`config.mk`:
```
export PLATFORM = sky130hd
export DESIGN_NAME = fbns_ctrl
export DESIGN_NICKNAME = d
export VERILOG_FILES = /design/src/hdl/fbns_pkg.sv /design/src/hdl/fbns_ctrl.sv
export SDC_FILE = /design/constraint.sdc
export NUM_CORES = 1
export LEC_CHECK = 0
export ABC_AREA = 1
export BUFFER_PORTS_ARGS = -buffer_cell sky130_fd_sc_hd__buf_4
export CAP_MARGIN = 20
export CORE_UTILIZATION = 30
export DETAILED_ROUTE_END_ITERATION = 10
export PLACE_DENSITY = 0.43
export SLEW_MARGIN = 20
export SYNTH_ARGS = -nofsm -noshare
export SYNTH_HDL_FRONTEND = slang
export SYNTH_SLANG_ARGS = --single-unit
```
`constraint.sdc`:
```
create_clock -name clk -period 2.5 [get_ports clk]
set_clock_uncertainty 0.2 [all_clocks]
set_input_delay 0.125 -clock clk [delete_from_list [all_inputs] [get_ports clk]]
set_output_delay 0.125 -clock clk [all_outputs]
set_load 0.02 [all_outputs]
```
`src/hdl/fbns_pkg.sv`:
```
package fbns_pkg;

  localparam int STORE_DEPTH = 16384;
  localparam int ADDR_W      = 14;
  localparam int VAL_W       = 16;
  localparam int SUM_W       = 20;
  localparam int OCT_W       = 5;   // octave_count register
  localparam int OCT_CNT_W   = 6;   // holds MAX_OCTAVES up to 32
  localparam int IN_DATA_W   = 96;
  localparam int OUT_DATA_W  = 24;
  localparam int CFG_ADDR_W  = 3;
  localparam int CFG_DATA_W  = 32;

  // register index as seen on paddr[2]
  localparam logic REG_OCTAVE_COUNT = 1'b0;

  typedef enum logic {
    CMD_WRITE  = 1'b0,
    CMD_SAMPLE = 1'b1
  } cmd_t;

  typedef enum logic [4:0] {
    ST_IDLE   = 5'b00001,
    ST_REDUCE = 5'b00010,
    ST_RUN    = 5'b00100,
    ST_DRAIN  = 5'b01000,
    ST_DONE   = 5'b10000
  } state_t;

  typedef struct packed {
    logic load;      // capture coordinates, clear sum
    logic wr;        // store one table entry
    logic reduce;    // one step of the initial cell reduction
    logic issue;     // start one octave
    logic out_load;  // move sum into the output register
  } dp_cmd_t;

  typedef struct packed {
    logic pipe_busy;
    logic out_free;
  } dp_stat_t;

endpackage

```
`src/hdl/fbns_ctrl.sv`:
```
module fbns_ctrl #(
  parameter int FRAC_BITS   = 12,
  parameter int MAX_OCTAVES = 16
) (
  input  logic                          clk,
  input  logic                          rst_n,
  input  logic                          in_valid,
  input  logic                          in_is_sample,
  output logic                          in_ready,
  input  logic [fbns_pkg::OCT_W-1:0]    octave_count,
  output fbns_pkg::dp_cmd_t             cmd,
  input  fbns_pkg::dp_stat_t            stat
);

  localparam int XW  = 32 - FRAC_BITS;
  localparam int NCH = (XW + 3) / 4;
  localparam int RCW = $clog2(NCH + 1);
  localparam logic [fbns_pkg::OCT_CNT_W-1:0] MAX_OCT =
    fbns_pkg::OCT_CNT_W'(MAX_OCTAVES);
  localparam logic [RCW-1:0] RED_LAST = RCW'(NCH - 1);

  fbns_pkg::state_t                  state_r, state_nxt;
  logic [RCW-1:0]                    red_cnt_r, red_cnt_nxt;
  logic [fbns_pkg::OCT_CNT_W-1:0]    oct_cnt_r, oct_cnt_nxt;
  logic [fbns_pkg::OCT_CNT_W-1:0]    n_r, n_nxt;
  logic [fbns_pkg::OCT_CNT_W-1:0]    n_sat;

  always_comb begin
    n_sat = fbns_pkg::OCT_CNT_W'(octave_count);
    if (n_sat > MAX_OCT) begin
      n_sat = MAX_OCT;
    end
  end

  always_comb begin
    state_nxt   = state_r;
    red_cnt_nxt = red_cnt_r;
    oct_cnt_nxt = oct_cnt_r;
    n_nxt       = n_r;
    cmd         = '0;
    in_ready    = 1'b0;
    case (state_r)
      fbns_pkg::ST_IDLE: begin
        in_ready = 1'b1;
        if (in_valid) begin
          if (in_is_sample) begin
            cmd.load    = 1'b1;
            n_nxt       = n_sat;
            red_cnt_nxt = '0;
            // no octaves: sum stays zero
            state_nxt   = (n_sat == '0) ? fbns_pkg::ST_DONE : fbns_pkg::ST_REDUCE;
          end else begin
            cmd.wr = 1'b1;
          end
        end
      end
      fbns_pkg::ST_REDUCE: begin
        cmd.reduce  = 1'b1;
        red_cnt_nxt = red_cnt_r + 1'b1;
        if (red_cnt_r == RED_LAST) begin
          oct_cnt_nxt = '0;
          state_nxt   = fbns_pkg::ST_RUN;
        end
      end
      fbns_pkg::ST_RUN: begin
        cmd.issue   = 1'b1;
        oct_cnt_nxt = oct_cnt_r + 1'b1;
        if (oct_cnt_nxt == n_r) begin
          state_nxt = fbns_pkg::ST_DRAIN;
        end
      end
      fbns_pkg::ST_DRAIN: begin
        if (!stat.pipe_busy) begin
          state_nxt = fbns_pkg::ST_DONE;
        end
      end
      fbns_pkg::ST_DONE: begin
        if (stat.out_free) begin
          cmd.out_load = 1'b1;
          state_nxt    = fbns_pkg::ST_IDLE;
        end
      end
      default: begin
        state_nxt = fbns_pkg::ST_IDLE;
      end
    endcase
  end

  always_ff @(posedge clk) begin
    if (!rst_n) begin
      state_r   <= fbns_pkg::ST_IDLE;
      red_cnt_r <= '0;
      oct_cnt_r <= '0;
      n_r       <= '0;
    end else begin
      state_r   <= state_nxt;
      red_cnt_r <= red_cnt_nxt;
      oct_cnt_r <= oct_cnt_nxt;
      n_r       <= n_nxt;
    end
  end

endmodule

```
# --- Word-level counts from Yosys, hierarchy flattened ---
# Cells that the tools add are included.
word_totals:
  register_bits: 20
  inputBits: 11
classes:
  n_addsub: 2
  order_cmp: 1
  eq_ne: 13
  mux: 23
  n_reduce_logical: 7
op_table:
  columns: ["operator", "n"]
  rows:
  - ["two-way mux 5 bit", 8]
  - ["case mux 5 bit (5 select lines)", 1]
  - ["inequality test 2 bit, second input constant", 6]
  - ["case mux 6 bit (2 select lines)", 1]
  - ["two-way mux 1 bit", 7]
  - ["adder 6 x 1 -> 6 bit, second input constant", 1]
  - ["== test 6 bit", 1]
  - ["logical NOT 6 bit", 1]
  - ["two-way mux 3 bit", 2]
  - ["two-way mux 6 bit", 1]
  - ["case mux 3 bit (2 select lines)", 1]
  - ["AND reduction 3 bit", 2]
  - ["AND reduction 6 bit", 1]
  - ["== test 5 x 1 -> 1 bit, second input constant", 1]
  - ["== test 5 x 2 -> 1 bit, second input constant", 1]
  - ["== test 5 x 3 -> 1 bit, second input constant", 1]
  - ["== test 5 x 4 -> 1 bit, second input constant", 1]
  - ["== test 5 bit, second input constant", 1]
  - ["> comparator 5 bit, second input constant", 1]
  - ["two-way mux 2 bit", 2]
  - ["nonzero test 2 bit", 2]
  - ["adder 3 x 1 -> 3 bit, second input constant", 1]
  - ["== test 3 bit, second input constant", 1]
  - ["AND reduction 2 bit", 1]

# --- Depth between registers and ports, before layout ---
# Gate-level depths: netlist (run 1).
logic_depth:
  word_depth: 7
  ltp_mapped: 13

# --- Worst setup path after synthesis (run 1) ---
# No wires, ideal clock.
synth_timing:
  path_kind: "register -> register"
  from: "register oct_cnt_r[0] in the netlist's numbering"
  to: "register state_r[1]"
  setup_time_ns: 0.115
  arrival_ns: 1.405
  required_ns: 2.185
  setup_slack_ns: 0.780
  stages_incl_launch_ff: 13
  n_path_buf: 0
  synth_period_minus_slack_ns: 1.720
  path_cell_list: "dfxtp_1 -> ha_1 -> inv_1 -> nand2_1 -> nand2_1 -> nand2_1 -> nand2_1 -> nor2_1 -> nand3_1 -> nor2_2 -> nand2_2 -> a21oi_1 -> nor2_1"
synth_between:
  elab_chain_len: 4
synth_lines:
  columns: ["element", "line_no", "source"]
  rows:
  - ["start: declaration", "fbns_ctrl.sv:24", "logic [fbns_pkg::OCT_CNT_W-1:0] oct_cnt_r, oct_cnt_nxt;"]
  - ["start signal: assignment", "fbns_ctrl.sv:98", "oct_cnt_r <= oct_cnt_nxt;"]
  - ["adder 6 x 1 -> 6 bit", "fbns_ctrl.sv:67", "oct_cnt_nxt = oct_cnt_r + 1'b1;"]
  - ["== test 6 bit", "fbns_ctrl.sv:68", "if (oct_cnt_nxt == n_r) begin"]
  - ["inequality test 2 bit (no source line)", null, null]
  - ["AND reduction 6 bit (no source line)", null, null]
  - ["end signal: assignment", "fbns_ctrl.sv:91", "state_r <= fbns_pkg::ST_IDLE;"]
  - ["end signal: assignment", "fbns_ctrl.sv:96", "state_r <= state_nxt;"]
  - ["end: declaration", "fbns_ctrl.sv:22", "fbns_pkg::state_t state_r, state_nxt;"]
# Every way passes these cells.
# A chain may end at the register's enable or synchronous reset.

# --- Worst setup path in the final report (run 1) ---
# Same ends and word-level chain as after synthesis.

==> run summary, run 1 <==
Setup violations, final - 0
Hold-fix buffers, CTS - 2
Tot GR Track Use - 14.9%
Total CTS buffers - 3
Tightest Pin Transition - 0.345 ns
GPL Wtd Cong - 0.763
Critical path depth - 12
Chip height - 66.5 um
CP Capture Type - flop
Status - finished, final reports clean
Post-synth top area cell - dfxtp_1
Largest net degree at the start of global routing - 12
Sequential area share after synthesis - 30.5%
Die width - 66.5 um
WL/cell - 10.9 um
Netlist Area Pre-Place - 0.00125 sq mm
CP max stage cell - dfxtp_1
Fin crit share - 80.7%
RSZ-0062 raised after global routing - false
Post-synth cell types - 28
Max-cap violations - 0
Core Region - 0.00400 sq mm
# clock sinks - 19
Post-CTS Setup Inserts - 0
Top cells by area, synth - dfxtp_1 (30%), nand2_1 (15%), inv_1 (8.4%), a21oi_1 (7.2%), nand3_1 (5.6%)
Power Dens Cells - 761 mW/mm^2
Routed Antenna Nets - 0
Pre-CTS worst setup slack - 0.507 ns
Number of antenna violations at the first check in global routing - 0
CTS resizes - 0
Max Fclk - 496 MHz
First-pass GRT wire length - 4.95 mm
Clock root cell - clkbuf_8
# IOs - 17
Final hold violation count - 0
Yosys reg bits - 19
Reg2Reg Depth - 12
Worst setup path class - reg2reg
Buffers on Ports - 16
Synth top area share - 30.5%
R2R Setup Slk - 0.48 ns
Hold Path Class - in2reg
Number of global-route vias before repair - 1075
VDD IR max - 0.320 mV
Routed wire length - 2.88 mm
Most common cell after layout, fill and taps aside - nand2_1
Max stage delay on crit path - 0.48 ns
Worst hold slack - 0.00391 ns
Initial DRC Count - 35
Post-Syn Nets - 209
Asr flop ratio synth - 0%
Post-synth EDFFs - 0
LEAKAGE - 0.659 nW
Min Tclk post-route - 2.02 ns
Share of layout cells above drive strength 1 - 20.6%
Area Overhead vs Synth - 18.0%
Fin nets - 229
Setup TNS after final layout - 0 ns
Crit. Startpoint - oct_cnt_r[0]
H-tree depth - 1
CP Cell Sequence - ha_1 > inv_1 > nand2_1 > nand2_1 > nand2_1 > nand2_1 > nor2_1 > nand3_1 > nor2_2 > nand2_2 > a21oi_1 > nor2_1
Critical path buffer and inverter count - 1
Crit path top cell by count - nand2_1
# DRC - 0
RR Startpoint - oct_cnt_r[0]
FILL cells - 422
DR pass1 iterations - 4
Crit path to - state_r[1]
PnR worst setup slack - 0.483 ns
Initial Util - 31.2%
Ys Warns - 0
DR vias - 1210
Mapped Cells - 195
CP max FO - 8
Final-report max-slew violation count - 0
Critical Path AT - 1.98 ns
Clk pin slew, worst setup/hold paths - 0.08 ns
Post-synth top flop - dfxtp_1
Worst path required time - 2.46 ns
CP Launch Type - flop
Clk_lat worst skew - 0.26 ns
Number of antenna diodes - 0
GRT overflow - 0
DIE AREA - 0.00442 sq mm
CTS tree - yes
Post-DP HPWL - 2.23 mm
Worst slew margin - 76.8%
Site row count - 23
CTS max path bufs - 2
Drt via density - 4.58
Worst path top cell family by delay - simple AND/OR/NAND/NOR gates
Avg Cell Area, Syn - 6.40 sq um
Most frequent cells in the layout - nand2_1 (51), inv_1 (28), dfxtp_1 (19)
R2R Path End - state_r[1]
## sequential cells by signal, summed over array words and instances (netlist names)
name and flops:
red_cnt_r 3, n_r 5, state_r 5, oct_cnt_r 6
## logic make-up (layout without fill, tap and decap cells)
group           Yosys count  in the layout  share of synthesized area [%]
flops                    19             19                           30.5
compound gates           27             27                           11.2
simple gates            106            106                           41.6
xor+xnor                  1              1                          0.702
fa+ha+maj                 3              3                           3.01
buf+inv                  39             58                           12.9
## worst min path at each step
stage	end	startpoint	slack, ns	cells past startpoint
after detailed placement	state_r[1]	rst_n	0.24	3
after floorplan	n_r[4]	octave_count[4]	0.11	2
after CTS	state_r[0]	in_is_sample	0.001	4
final	state_r[0]	in_is_sample	0.004	4
after global placement	state_r[1]	rst_n	0.24	3
after global routing	state_r[0]	in_is_sample	0.02	4
## per-stage QoR
stage                     instance area [sq um]  utilization, %  power (W)  cells
after CTS                                  1470            36.8    0.00113    264
after global routing                       1470            36.8    0.00121    264
after global placement                     1410            35.2   0.000909    258
after floorplan                            1250               -   0.000778    195
final                                      1470            36.8    0.00112    264
after detailed placement                   1410            35.2   0.000901    258
## worst reg2reg max path, cell delays in order, from the launching register on
cell	delay, ns
dfxtp_1	0.48
ha_1	0.29
inv_1	0.05
nand2_1	0.11
nand2_1	0.07
nand2_1	0.07
nand2_1	0.05
nor2_1	0.10
nand3_1	0.09
nor2_2	0.11
nand2_2	0.09
a21oi_1	0.14
nor2_1	0.06
## metal layers
layer / part of all wire, % / vias up / track usage [%]
met5: 0 / - / 0
met4: 1.2 / 0 / 5.59
met2: 44 / 20 / 23.1
met1: 51 / 531 / 20.5
met3: 3.6 / 4 / 2.57
li1: - / 655 / -
## power by group
group | internal, W | leakage (nW) | switching (W)
clock | 0.000114 | 0.0228 | 0.000112
sequential | 0.000346 | 0.154 | 0.0000447
combinational | 0.000190 | 0.482 | 0.000313
## area by class of cell
cell class	count	area, sq um	area share [%]
Clock buffer	4	45.0	3.06
Inverter	36	138	9.35
Multi-Input combinational cell	137	706	48.0
Sequential cell	19	380	25.9
Tap cell	50	62.6	4.25
Timing Repair Buffer	18	140	9.52
## Yosys cell counts, types with 2 or more instances
cell type	instances
dfxtp_1	19
nor2_2	7
clkinv_1	2
nand4_1	4
a21oi_1	18
nand3_1	14
nand2_2	4
nor2_4	2
nand2_1	51
ha_1	3
o21ai_0	3
inv_2	5
nor2_1	18
o21ai_1	4
inv_1	28
(Power assumes the default switching activity.)
==> run 2, diff against run 1 <==
--- a/config.mk
+++ b/config.mk
@@ -10,7 +10,7 @@
 export CAP_MARGIN = 20
 export CORE_UTILIZATION = 30
 export DETAILED_ROUTE_END_ITERATION = 10
-export PLACE_DENSITY = 0.43
+export PLACE_DENSITY = 0.45
 export SLEW_MARGIN = 20
 export SYNTH_ARGS = -nofsm -noshare
 export SYNTH_HDL_FRONTEND = slang
==> constraint.sdc (replaced) <==
create_clock -name clk -period 1.8 [get_ports clk]
set_clock_uncertainty 0.2 [all_clocks]
set_input_delay 0.09 -clock clk [delete_from_list [all_inputs] [get_ports clk]]
set_output_delay 0.09 -clock clk [all_outputs]
set_load 0.02 [all_outputs]
==> run summary, run 2 (synthesized netlist as in run 1, its figures left out) <==
Status - finished, final reports clean
GRT overflow - 0 (unchanged)
Clock root cell - clkbuf_8
Hold Path Class - in2reg
# IOs - 17 (unchanged)
DIE AREA - 0.00442 sq mm (unchanged)
FILL cells - 432 (+2.4%)
Min Tclk post-route - 1.69 ns (-0.324 ns)
Number of antenna diodes - 0 (unchanged)
Largest regs - oct_cnt_r: 6 flops, n_r: 5 flops, state_r: 5 flops
Routed Antenna Nets - 0 (unchanged)
Max FFs per register - 6 (unchanged)
Die width - 66.5 um (unchanged)
Largest Register - oct_cnt_r
Drt via density - 4.46 (-2.8%)
Routed wire length - 2.96 mm (+2.8%)
# clock sinks - 19 (unchanged)
RSZ-0062 raised after global routing - true
Clk pin slew, worst setup/hold paths - 0.07 ns (about the same)
CTS max path bufs - 2 (unchanged)
VDD IR max - 0.553 mV (+73%)
Number of global-route vias before repair - 1191 (+11%)
R2R Setup Slk - 0.11 ns (-0.38 ns)
Power Dens Cells - 1030 mW/mm^2 (+35%)
Fin crit share - 94.0% (+13 points)
Clk_lat worst skew - 0.26 ns (about the same)
Max-cap violations - 0 (unchanged)
CP max FO - 4 (-4)
Share of layout cells above drive strength 1 - 29.2% (+8.6 points)
Tightest Pin Transition - 0.333 ns (-0.0120 ns)
Buffers on Ports - 16 (unchanged)
Area Overhead vs Synth - 28.9%
Max Fclk - 591 MHz (+19%)
Fin nets - 241 (+5.2%)
WL/cell - 10.7 um (-1.7%)
DR vias - 1230 (+1.7%)
# DRC - 0 (unchanged)
Most frequent cells in the layout - nand2_1 (45), inv_1 (27), buf_4 (26)
Initial DRC Count - 43 (+23%)
Most common cell after layout, fill and taps aside - nand2_1
Chip height - 66.5 um (unchanged)
First-pass GRT wire length - 5.31 mm (+7.3%)
Initial Util - 31.2% (unchanged)
Pre-CTS worst setup slack - 0.0140 ns (-0.493 ns)
Finished Cell Area - 0.00161 sq mm (+9.3%)
Critical Path AT - 1.65 ns (-0.33 ns)
Worst path required time - 1.76 ns (-0.70 ns)
R2R Path End - state_r[1]
RR Startpoint - oct_cnt_r[0]
Reg2Reg Depth - 12 (unchanged)
Final-report max-slew violation count - 0 (unchanged)
Fin util - 40.2% (+3.4 points)
Worst slew margin - 77.6% (+0.80 points)
Site row count - 23 (unchanged)
Largest net degree at the start of global routing - 11 (-1)
Worst setup path class - reg2reg
Number of antenna violations at the first check in global routing - 0 (unchanged)
LEAKAGE - 0.719 nW (+9.1%)
Placed Area - 0.00147 sq mm (+4.8%)
Setup TNS after final layout - 0 ns (unchanged)
PnR worst setup slack - 0.107 ns (-0.376 ns)
Setup violations, final - 0 (unchanged)
DR pass1 iterations - 4 (unchanged)
Crit. Startpoint - oct_cnt_r[0]
Tot GR Track Use - 15.8% (+0.84 points)
Core Region - 0.00400 sq mm (unchanged)
Final hold violation count - 0 (unchanged)
CTS tree - yes
Crit path to - state_r[1]
CP Capture Type - flop
Post-DP HPWL - 2.38 mm (+6.4%)
CP Launch Type - flop
GPL Wtd Cong - 0.821 (+7.6%)
H-tree depth - 1 (unchanged)
Total CTS buffers - 3 (unchanged)
-- run 2: changes by cell type in the layout (fill, tap and decap cells not counted), sizes merged --
cell	change
buf	+10
dlygate4sd3	+2
-- run 2: worst min path at each step --
| stage | from | end | slack [ns] | cells past startpoint |
|---|---|---|---|---|
| after global placement | rst_n | state_r[1] | 0.19 | 3 |
| after global routing | octave_count[0] | n_r[0] | 0.06 | 5 |
| after CTS | octave_count[0] | n_r[0] | 0.03 | 5 |
| after floorplan | octave_count[4] | n_r[4] | 0.08 | 2 |
| final | octave_count[0] | n_r[0] | 0.03 | 5 |
| after detailed placement | rst_n | state_r[1] | 0.19 | 3 |
-- run 2: per-layer routing --
metal	vias to the layer above	global-route usage [%]	part of all wire [%]
li1	676	-	-
met1	529	20.6	50
met2	18	25.6	45
met3	7	3.08	3.0
met4	0	5.59	1.9
met5	-	0	0
-- run 2: critical path, stage by stage, from the launching register on --
cell and delay (ns):
dfxtp_2 0.34, ha_4 0.27, inv_2 0.03, nand2_2 0.04, nand2_2 0.05, inv_1 0.04
nand2_1 0.04, nor2_1 0.09, nand3_1 0.09, nor2_2 0.11, nand2_2 0.10, a21oi_2 0.12
nor2_1 0.05
-- run 2: power by group --
part           leakage (nW)  total, W  switching, W  internal, W
registers             0.155  0.000536     0.0000545     0.000481
clock network        0.0228  0.000303      0.000146     0.000158
logic                 0.541  0.000817      0.000489     0.000329
-- run 2: metrics by stage --
stage	std cells	power (W)	hold slack (ns)
after floorplan	195	0.00108	0.0796
after global placement	267	0.00130	0.195
after detailed placement	267	0.00130	0.187
after CTS	275	0.00163	0.0310
after global routing	276	0.00179	0.0585
final	276	0.00166	0.0282
-- run 2: layout make-up --
type / instances / area [sq um] / area share, %
inverter: 36 / 138 / 8.56
multi-input combinational: 137 / 744 / 46.3
clock buffer: 4 / 45.0 / 2.80
timing repair buffer: 30 / 235 / 14.6
sequential: 19 / 383 / 23.8
tap: 50 / 62.6 / 3.89
-- run 2: repair_timing --
action,CTS,global route
gates cloned,0,0
hold endpoints to repair,10,0
setup endpoints to repair,1,6
hold buffers,4,0
gates resized for setup,3,11
buffers inserted,0,1
pin swaps,2,9
